File: config.mk
export PLATFORM = sky130hd
export DESIGN_NAME = random_permutation_shuffler
export DESIGN_NICKNAME = d
export VERILOG_FILES = /design/src/rtl/rps_pkg.sv /design/src/rtl/rps_ram.sv /design/src/rtl/rps_mod.sv /design/src/rtl/random_permutation_shuffler.sv
export SDC_FILE = /design/constraint.sdc
export NUM_CORES = 1
export LEC_CHECK = 0
export ABC_CLOCK_PERIOD_IN_PS = 3900
export BUFFER_PORTS_ARGS = -buffer_cell sky130_fd_sc_hd__buf_2
export CAP_MARGIN = 20
export CELL_PAD_IN_SITES_DETAIL_PLACEMENT = 1
export CELL_PAD_IN_SITES_GLOBAL_PLACEMENT = 1
export CORE_MARGIN = 4
export CORE_UTILIZATION = 41
export CTS_CLUSTER_DIAMETER = 150
export CTS_CLUSTER_SIZE = 30
export DETAILED_ROUTE_END_ITERATION = 8
export GPL_TIMING_DRIVEN = 0
export PLACE_DENSITY = 0.76
export RECOVER_POWER = 50
export SETUP_SLACK_MARGIN = 0.15
export SLEW_MARGIN = 40
export SYNTH_ARGS = -nofsm -noshare
export SYNTH_HDL_FRONTEND = slang
export SYNTH_SLANG_ARGS = --single-unit
File: constraint.sdc
create_clock -name clk -period 3.9 [get_ports clk]
set_input_delay 0 -clock clk [delete_from_list [all_inputs] [get_ports clk]]
set_output_delay 0 -clock clk [all_outputs]
set_load 0.03 [all_outputs]
File: src/rtl/rps_pkg.sv
// Shared constants and types for the random permutation shuffler.
package rps_pkg;

  localparam int MAX_ENTRIES = 64;
  localparam int ADDR_W = $clog2(MAX_ENTRIES);
  localparam int COUNT_W = $clog2(MAX_ENTRIES + 1);
  localparam int VALUE_W = 7;
  localparam int POS_W = 6;
  localparam int WORD_W = 32;
  localparam int LEN_W = 7;
  localparam int PADDR_W = 3;
  localparam int PDATA_W = 32;
  localparam int LEN_RESET = 64;
  localparam int REG_PERM_LENGTH = 0;

  typedef enum logic [2:0] {
    ST_IDLE,
    ST_DIV,
    ST_RD_A,
    ST_RD_B,
    ST_WR_A,
    ST_WR_B
  } rps_state_t;

endpackage

File: src/rtl/rps_ram.sv
// Generic single-port-write, single-port-read RAM with registered read data.
module rps_ram #(
  parameter int WIDTH = 8,
  parameter int DEPTH = 64
) (
  input  logic                     clk,
  input  logic                     we,
  input  logic [$clog2(DEPTH)-1:0] waddr,
  input  logic [WIDTH-1:0]         wdata,
  input  logic [$clog2(DEPTH)-1:0] raddr,
  output logic [WIDTH-1:0]         rdata
);

  logic [WIDTH-1:0] mem [DEPTH];

  always_ff @(posedge clk) begin
    if (we) begin
      mem[waddr] <= wdata;
    end
    rdata <= mem[raddr];
  end

endmodule

File: src/rtl/rps_mod.sv
// Bit-serial restoring modulo unit: 32-bit word modulo a small count.
module rps_mod (
  input  logic                          clk,
  input  logic                          rst,
  input  logic                          start,
  input  logic [rps_pkg::WORD_W-1:0]    dividend,
  input  logic [rps_pkg::COUNT_W-1:0]   divisor,
  output logic                          done,
  output logic [rps_pkg::ADDR_W-1:0]    remainder
);
  import rps_pkg::*;

  localparam int CNT_W = $clog2(WORD_W);

  logic                busy;
  logic [CNT_W-1:0]    cnt;
  logic [WORD_W-1:0]   dvd;
  logic [COUNT_W-1:0]  dsr;
  logic [COUNT_W-1:0]  rem;
  logic [COUNT_W-1:0]  rem_next;
  logic [COUNT_W:0]    trial;

  always_comb begin
    trial = {rem, dvd[WORD_W-1]};
    if (trial >= {1'b0, dsr}) begin
      rem_next = COUNT_W'(trial - {1'b0, dsr});
    end else begin
      rem_next = trial[COUNT_W-1:0];
    end
  end

  always_ff @(posedge clk) begin
    if (rst) begin
      busy <= 1'b0;
      done <= 1'b0;
      cnt  <= '0;
    end else begin
      done <= 1'b0;
      if (start) begin
        busy <= 1'b1;
        cnt  <= '0;
        dvd  <= dividend;
        dsr  <= divisor;
        rem  <= '0;
      end else if (busy) begin
        rem <= rem_next;
        dvd <= {dvd[WORD_W-2:0], 1'b0};
        cnt <= cnt + 1'b1;
        if (cnt == CNT_W'(WORD_W - 1)) begin
          busy <= 1'b0;
          done <= 1'b1;
        end
      end
    end
  end

  assign remainder = rem[ADDR_W-1:0];

endmodule

File: src/rtl/random_permutation_shuffler.sv
// Top level of the random permutation shuffler (backward Fisher-Yates).
//
// Each input request carries one 32-bit random word and produces exactly one
// output request: the slot that just became final, its value, and a last flag.
// A shuffle of n entries takes n input requests; the first request after idle
// samples perm_length (0 is taken as 1, values above 64 saturate to 64).
// Slots are emitted from n-1 down to 0, and the request for slot 0 sets last.
// Each request runs through the bit-serial modulo unit and then through the
// reads and writes on the single permutation RAM (RD_A, RD_B, WR_A, WR_B)
// before its output is valid. The next request is accepted in the cycle after
// the output register loads, so no request is taken while one is in progress.
// The output register is loaded only when it is empty or being drained; if
// the receiver stalls, the block holds the finished result and waits.
// perm_length is written over the APB port and is sampled only when a new
// shuffle starts. Reset ends any shuffle, clears all entry valid bits so the
// store reads as identity, and sets perm_length to 64.
module random_permutation_shuffler (
  input  logic                          clk,
  input  logic                          rst,
  input  logic                          psel,
  input  logic                          penable,
  input  logic                          pwrite,
  input  logic [rps_pkg::PADDR_W-1:0]   paddr,
  input  logic [rps_pkg::PDATA_W-1:0]   pwdata,
  output logic [rps_pkg::PDATA_W-1:0]   prdata,
  output logic                          pready,
  input  logic                          in_valid,
  output logic                          in_ready,
  input  logic [rps_pkg::WORD_W-1:0]    random_word,
  output logic                          out_valid,
  input  logic                          out_ready,
  output logic [rps_pkg::POS_W-1:0]     position,
  output logic [rps_pkg::VALUE_W-1:0]   slot_value,
  output logic                          last
);
  import rps_pkg::*;

  rps_state_t            state;
  rps_state_t            state_next;
  logic [LEN_W-1:0]      perm_length;
  logic [COUNT_W-1:0]    steps_left;
  logic [COUNT_W-1:0]    start_count;
  logic [COUNT_W-1:0]    cur_count;
  logic [MAX_ENTRIES-1:0] written_mask;
  logic [ADDR_W-1:0]     idx;
  logic [ADDR_W-1:0]     top_addr;
  logic [ADDR_W-1:0]     rd_addr;
  logic [VALUE_W-1:0]    a_val;
  logic [VALUE_W-1:0]    read_val;
  logic                  accept;
  logic                  mod_done;
  logic [ADDR_W-1:0]     mod_rem;
  logic                  ram_we;
  logic [ADDR_W-1:0]     ram_waddr;
  logic [VALUE_W-1:0]    ram_wdata;
  logic [ADDR_W-1:0]     ram_raddr;
  logic [VALUE_W-1:0]    ram_rdata;
  logic                  emit;
  logic                  is_last;

  assign pready = 1'b1;
  assign prdata = PDATA_W'(perm_length);

  always_ff @(posedge clk) begin
    if (rst) begin
      perm_length <= LEN_W'(LEN_RESET);
    end else if (psel && penable && pwrite && pready &&
                 paddr[PADDR_W-1] == 1'(REG_PERM_LENGTH)) begin
      perm_length <= pwdata[LEN_W-1:0];
    end
  end

  always_comb begin
    if (perm_length == '0) begin
      start_count = COUNT_W'(1);
    end else if (COUNT_W'(perm_length) > COUNT_W'(MAX_ENTRIES)) begin
      start_count = COUNT_W'(MAX_ENTRIES);
    end else begin
      start_count = COUNT_W'(perm_length);
    end
  end

  // A request that arrives while no shuffle runs starts a new one.
  assign cur_count = (steps_left == '0) ? start_count : steps_left;

  assign in_ready = (state == ST_IDLE);
  assign accept = in_valid && in_ready;
  assign top_addr = ADDR_W'(steps_left - 1'b1);
  assign is_last = (steps_left == COUNT_W'(1));

  rps_mod u_mod (
    .clk       (clk),
    .rst       (rst),
    .start     (accept),
    .dividend  (random_word),
    .divisor   (cur_count),
    .done      (mod_done),
    .remainder (mod_rem)
  );

  rps_ram #(
    .WIDTH (VALUE_W),
    .DEPTH (MAX_ENTRIES)
  ) u_perm_store (
    .clk   (clk),
    .we    (ram_we),
    .waddr (ram_waddr),
    .wdata (ram_wdata),
    .raddr (ram_raddr),
    .rdata (ram_rdata)
  );

  // Entries never written since the last clear read as identity.
  assign read_val = written_mask[rd_addr] ? ram_rdata : VALUE_W'(rd_addr) + 1'b1;

  always_comb begin
    state_next = state;
    case (state)
      ST_IDLE: begin
        if (accept) begin
          state_next = ST_DIV;
        end
      end
      ST_DIV: begin
        if (mod_done) begin
          state_next = ST_RD_A;
        end
      end
      ST_RD_A: state_next = ST_RD_B;
      ST_RD_B: state_next = ST_WR_A;
      ST_WR_A: state_next = ST_WR_B;
      ST_WR_B: begin
        if (!out_valid || out_ready) begin
          state_next = ST_IDLE;
        end
      end
      default: state_next = ST_IDLE;
    endcase
  end

  always_comb begin
    ram_we    = 1'b0;
    ram_waddr = idx;
    ram_wdata = read_val;
    ram_raddr = idx;
    emit      = 1'b0;
    case (state)
      ST_RD_B: ram_raddr = top_addr;
      ST_WR_A: ram_we = 1'b1;
      ST_WR_B: begin
        ram_waddr = top_addr;
        ram_wdata = a_val;
        emit      = !out_valid || out_ready;
        ram_we    = emit;
      end
      default: ram_we = 1'b0;
    endcase
  end

  always_ff @(posedge clk) begin
    if (rst) begin
      state        <= ST_IDLE;
      steps_left   <= '0;
      written_mask <= '0;
      out_valid    <= 1'b0;
    end else begin
      state <= state_next;
      if (accept) begin
        steps_left <= cur_count;
      end
      if (state == ST_WR_A) begin
        written_mask[idx] <= 1'b1;
      end
      if (emit) begin
        if (is_last) begin
          written_mask <= '0;
          steps_left   <= '0;
        end else begin
          written_mask[top_addr] <= 1'b1;
          steps_left             <= steps_left - 1'b1;
        end
      end
      if (emit) begin
        out_valid <= 1'b1;
      end else if (out_ready) begin
        out_valid <= 1'b0;
      end
    end
  end

  always_ff @(posedge clk) begin
    rd_addr <= ram_raddr;
    if (state == ST_DIV && mod_done) begin
      idx <= mod_rem;
    end
    if (state == ST_RD_B) begin
      a_val <= read_val;
    end
    if (emit) begin
      position   <= POS_W'(top_addr);
      slot_value <= a_val;
      last       <= is_last;
    end
  end

`ifndef SYNTH
  a_start_divides: assert property (@(posedge clk) disable iff (rst)
    accept |=> state == ST_DIV && steps_left != '0)
    else $error("request accepted without starting a step");

  a_steps_bound: assert property (@(posedge clk) disable iff (rst)
    steps_left <= COUNT_W'(MAX_ENTRIES))
    else $error("step count above store depth");

  a_rem_in_range: assert property (@(posedge clk) disable iff (rst)
    (state == ST_DIV && mod_done) |-> COUNT_W'(mod_rem) < steps_left)
    else $error("swap index outside active range");

  a_last_clears: assert property (@(posedge clk) disable iff (rst)
    (emit && is_last) |=> steps_left == '0 && written_mask == '0)
    else $error("store not returned to identity after last slot");
`endif

endmodule

==> summary.md <==
| Metric | Value |
|---|---|
| Post-DP HPWL | approximately 56000 um |
| Routability Congestion | 0.881 |
| Net Sw Frac | 21.5% |
| Root buf cell | clkbuf_16 |
| Fraction of layout cells with a size suffix above 1 | between 10% and 20% |
| Drt first pass iters | 5 |
| PwrDens | approximately 340 nW/um2 |
| Clock group share of total power | 29.5% |
| Tot Pwr | 10.9 mW |
| Critical Path Sink Type | register |
| Vias in the first global route | 20700 |
| Slew @ Worst Pin | 1.29 ns |
| IO Count | 123 |
| Number of enable flip-flop cells after synthesis | 521 |
| I/O Buffers | about 70 |
| Max VDD drop | roughly 0.31 mV |
| Power Internal | around 8.5 mW |
| Core footprint | 69100 um2 |
| Setup CP Type | register to register |
| Final period utilization | 97.0% |
| Flop2flop setup slack | 0.12 ns |
| Antenna Cells | 0 |
| Ys flop type | edfxtp_1 |
| Area growth, synth to finish | 12.2% |
| Grt ovf | 0 |
| DRC violations left | 0 |
| NumNets Final | 2482 |
| YS warnings | 0 |
| Relative slew slack | 13.2% |
| Reg power frac | 66.2% |
| Number of CTS-inserted buffers | 24 |
| Initial antenna violation count | 0 |
| Hold endpoint | perm_length[5] |
| WHS Path Cells | 5 |
| H-tree levels | 1 |
| ANT nets after route | 0 |
| First DRT Iteration DRCs | about 1700 |
| Initial core utilization | 41.6% |
| Reg2reg path depth | 10 |
| Clock Path Buffers | 3 |
| Dominant cell type by area after synthesis | edfxtp_1 |
| Clk_skew | approximately 0.032 ns |
| Drt via density | slightly below 6 |
| Crit Path Max Fanout | 34 |
| Reg clk slew, reported paths | ~0.12 ns |
| Die width | 273 um |
| Vias | 19300 |
| CTS Sinks | 623 |
| Setup TNS | 0 ns |
| Fraction of registers with async set/reset | 0% |
| P_sw | 2.34 mW |
| Register area share after synthesis | 61.5% |
| Share of the synthesized area in the top cell type | between 50% and 60% |
| RR Endpoint | u_perm_store.mem[23][3] |
| Filler Cell Count | 7094 |
| Max-slew violation count | 0 |
| GRT Overall Usage | 21.8% |
| Comb pwr share | 4.2% |
| Mapped Cells | 2218 |
| Synth area leaders | edfxtp_1 54%, mux2i_1 17%, dfxtp_1 7.1% |
| Cell row count | 96 |
| Max cap viols | 0 |
| Reg-to-reg critical path startpoint | rd_addr[0] |
| DIE AREA | 74400 um2 |
| Data required, critical path | 4.31 ns |
| Distinct cell type count after synthesis | 67 |
| Fin worst setup slack | 0.119 ns |
| Area of the mapped netlist | 28700 um2 |
| Crit path time final | 3.78 ns |
| RSZ-0062 raised after global routing | true |
| Final Hold Fails | 0 |
| Peak Freq | 264 MHz |
| Routed WL | 84000 um |
| Critical path arrival | ~4.2 ns |
| Hold Crit Class | primary input to register |
| Die Y-Extent | around 270 um |
| First-pass GRT wire length | 125000 um |
| CP Launch Type | register |
| Hold_sp | pwrite |
| WL/cell | approximately 25 um |
| Synthesized area per cell | roughly 13 um2 |
| Worst slack, placed | -1.41 ns |
| Commonest non-fill, non-tap cell in the layout | edfxtp_1 |
| Commonest non-fill, non-tap cells in the layout | 521 x edfxtp_1, 463 x mux2i_1, 247 x nand2_1 |
| CTS tree | done |
| Cell leakage power | 12.0 nW |
| Yosys reg bits | about 620 |
| Worst-skew pair later-pin latency | 0.62 ns |
| Outcome | complete, no violations |
| Largest net degree at the start of global routing | 65 |
| # setup viols final | 0 |
## cells by family (layout without fill, tap and decap cells)
family / count (synthesis) / after routing / share of synthesized area (%)
other: 2 / 26 / 0.0261
flip-flops: 623 / 623 / 61.5
buffers and inverters: 199 / 368 / 3.27
multiplexers: 508 / 509 / 18.6
adder cells (fa/ha/maj): 14 / 14 / 0.636
XOR/XNOR: 12 / 12 / 0.392
AO/OA/AOI/OAI: 274 / 274 / 6.94
AND/OR/NAND/NOR: 586 / 586 / 8.60
## worst max path at each step
stage                   from                      end  slack (ns)  cells past startpoint
2_1_floorplan       state[0]             u_mod.dvd[0]        0.60                      6
3_3_place_gp   steps_left[0]    u_perm_store.rdata[1]       -1.09                     13
3_5_place_dp   steps_left[0]    u_perm_store.rdata[3]       -1.41                     13
4_1_cts        steps_left[0]    u_perm_store.rdata[3]        0.13                     14
5_1_grt        steps_left[0]   u_perm_store.mem[1][0]        0.06                     11
6_report          rd_addr[0]  u_perm_store.mem[23][3]        0.12                     10
## synthesized netlist by cell type, types with 3 or more instances
master and number:
o21ai_0 15, nand3_1 59, xor2_1 4, o32ai_1 15, mux4_1 6, buf_1 11
xnor2_1 7, nor3_1 18, edfxtp_1 521, and3_1 6, a21oi_1 60, o22ai_1 21
nand2_1 257, clkbuf_1 65, mux2i_1 478, o21a_1 10, a211oi_1 50, inv_1 39
nor4_1 10, nand2b_1 12, nor2_1 198, o31ai_1 4, dfxtp_1 102, ha_1 13
mux2_4 10, a21o_1 5, nor2b_1 8, mux2_2 6, a221oi_1 64, buf_4 29
inv_2 4, buf_2 48, a31oi_1 3, nor3b_1 5, a211o_1 10, mux4_2 7
## through the flow
| step | hold WS, ns | instance area [um2] | util, % | instances |
|---|---|---|---|---|
| final | 0.156 | 32200 | 46.7 | 3343 |
| after global placement | 0.244 | 30300 | 43.9 | 3242 |
| after floorplan | 0.0944 | 28800 | - | 2242 |
| after CTS | 0.0598 | 32100 | 46.4 | 3341 |
| after detailed placement | 0.249 | 30500 | 44.2 | 3250 |
| after global routing | 0.148 | 32200 | 46.7 | 3343 |
## power by group through the flow
stage	Sequential, mW	Combinational [mW]	Clock [mW]
global route	7.21	0.506	3.51
finish	7.20	0.461	3.21
floorplan	7.34	0.289	0
global placement	7.35	0.392	0
CTS	7.20	0.458	3.27
detailed placement	7.35	0.421	0
## routing by layer
metal	up-vias	GRT usage, %	share of wire (%)
met5	-	0	0
met1	9884	28.1	41
met3	146	2.29	5.7
met2	663	38.7	50
li1	8606	-	-
met4	0	6.52	3.0
## critical path, cell delays in order, from the launching register on
cell and delay [ns]:
dfxtp_1 0.38, buf_6 0.20, buf_12 0.17, buf_2 0.22, a2111oi_0 0.13, o41ai_1 0.54
a31oi_1 0.17, o22ai_4 0.37, mux2i_1 0.60, mux2_4 0.49, buf_12 0.27
## repair_timing
| action | in CTS | in global routing |
|---|---|---|
| pin swaps | 0 | 2 |
| endpoints found under the hold margin | 50 | 0 |
| cloned | 0 | 1 |
| setup buffers | 4 | 1 |
| resized for setup | 122 | 57 |
| endpoints found under the setup margin | 521 | 471 |
| hold buffers | 43 | 0 |
## layout make-up
type,instances,area (um2),share of cell area (%)
inverters,44,165,0.512
repair buffers,125,883,2.74
clock inverters,2,25.0,0.0776
multi-input cells,1421,10800,33.5
plain buffers,155,856,2.65
well taps,931,1160,3.61
flip-flops and latches,623,17700,54.9
clock buffers,42,668,2.07
## state kept, by name, indices dropped and copies added (netlist names)
name / count
rd_addr: 6
u_mod.busy: 1
u_perm_store.mem: 448
last: 1
steps_left: 7
u_mod.dvd: 32
position: 6
u_mod.done: 1
out_valid: 1
idx: 6
state: 3
a_val: 7
u_perm_store.rdata: 7
u_mod.rem: 7
u_mod.dsr: 7
perm_length: 7
written_mask: 64
u_mod.cnt: 5
slot_value: 7
Note: power is estimated with default switching activity, not from simulation.
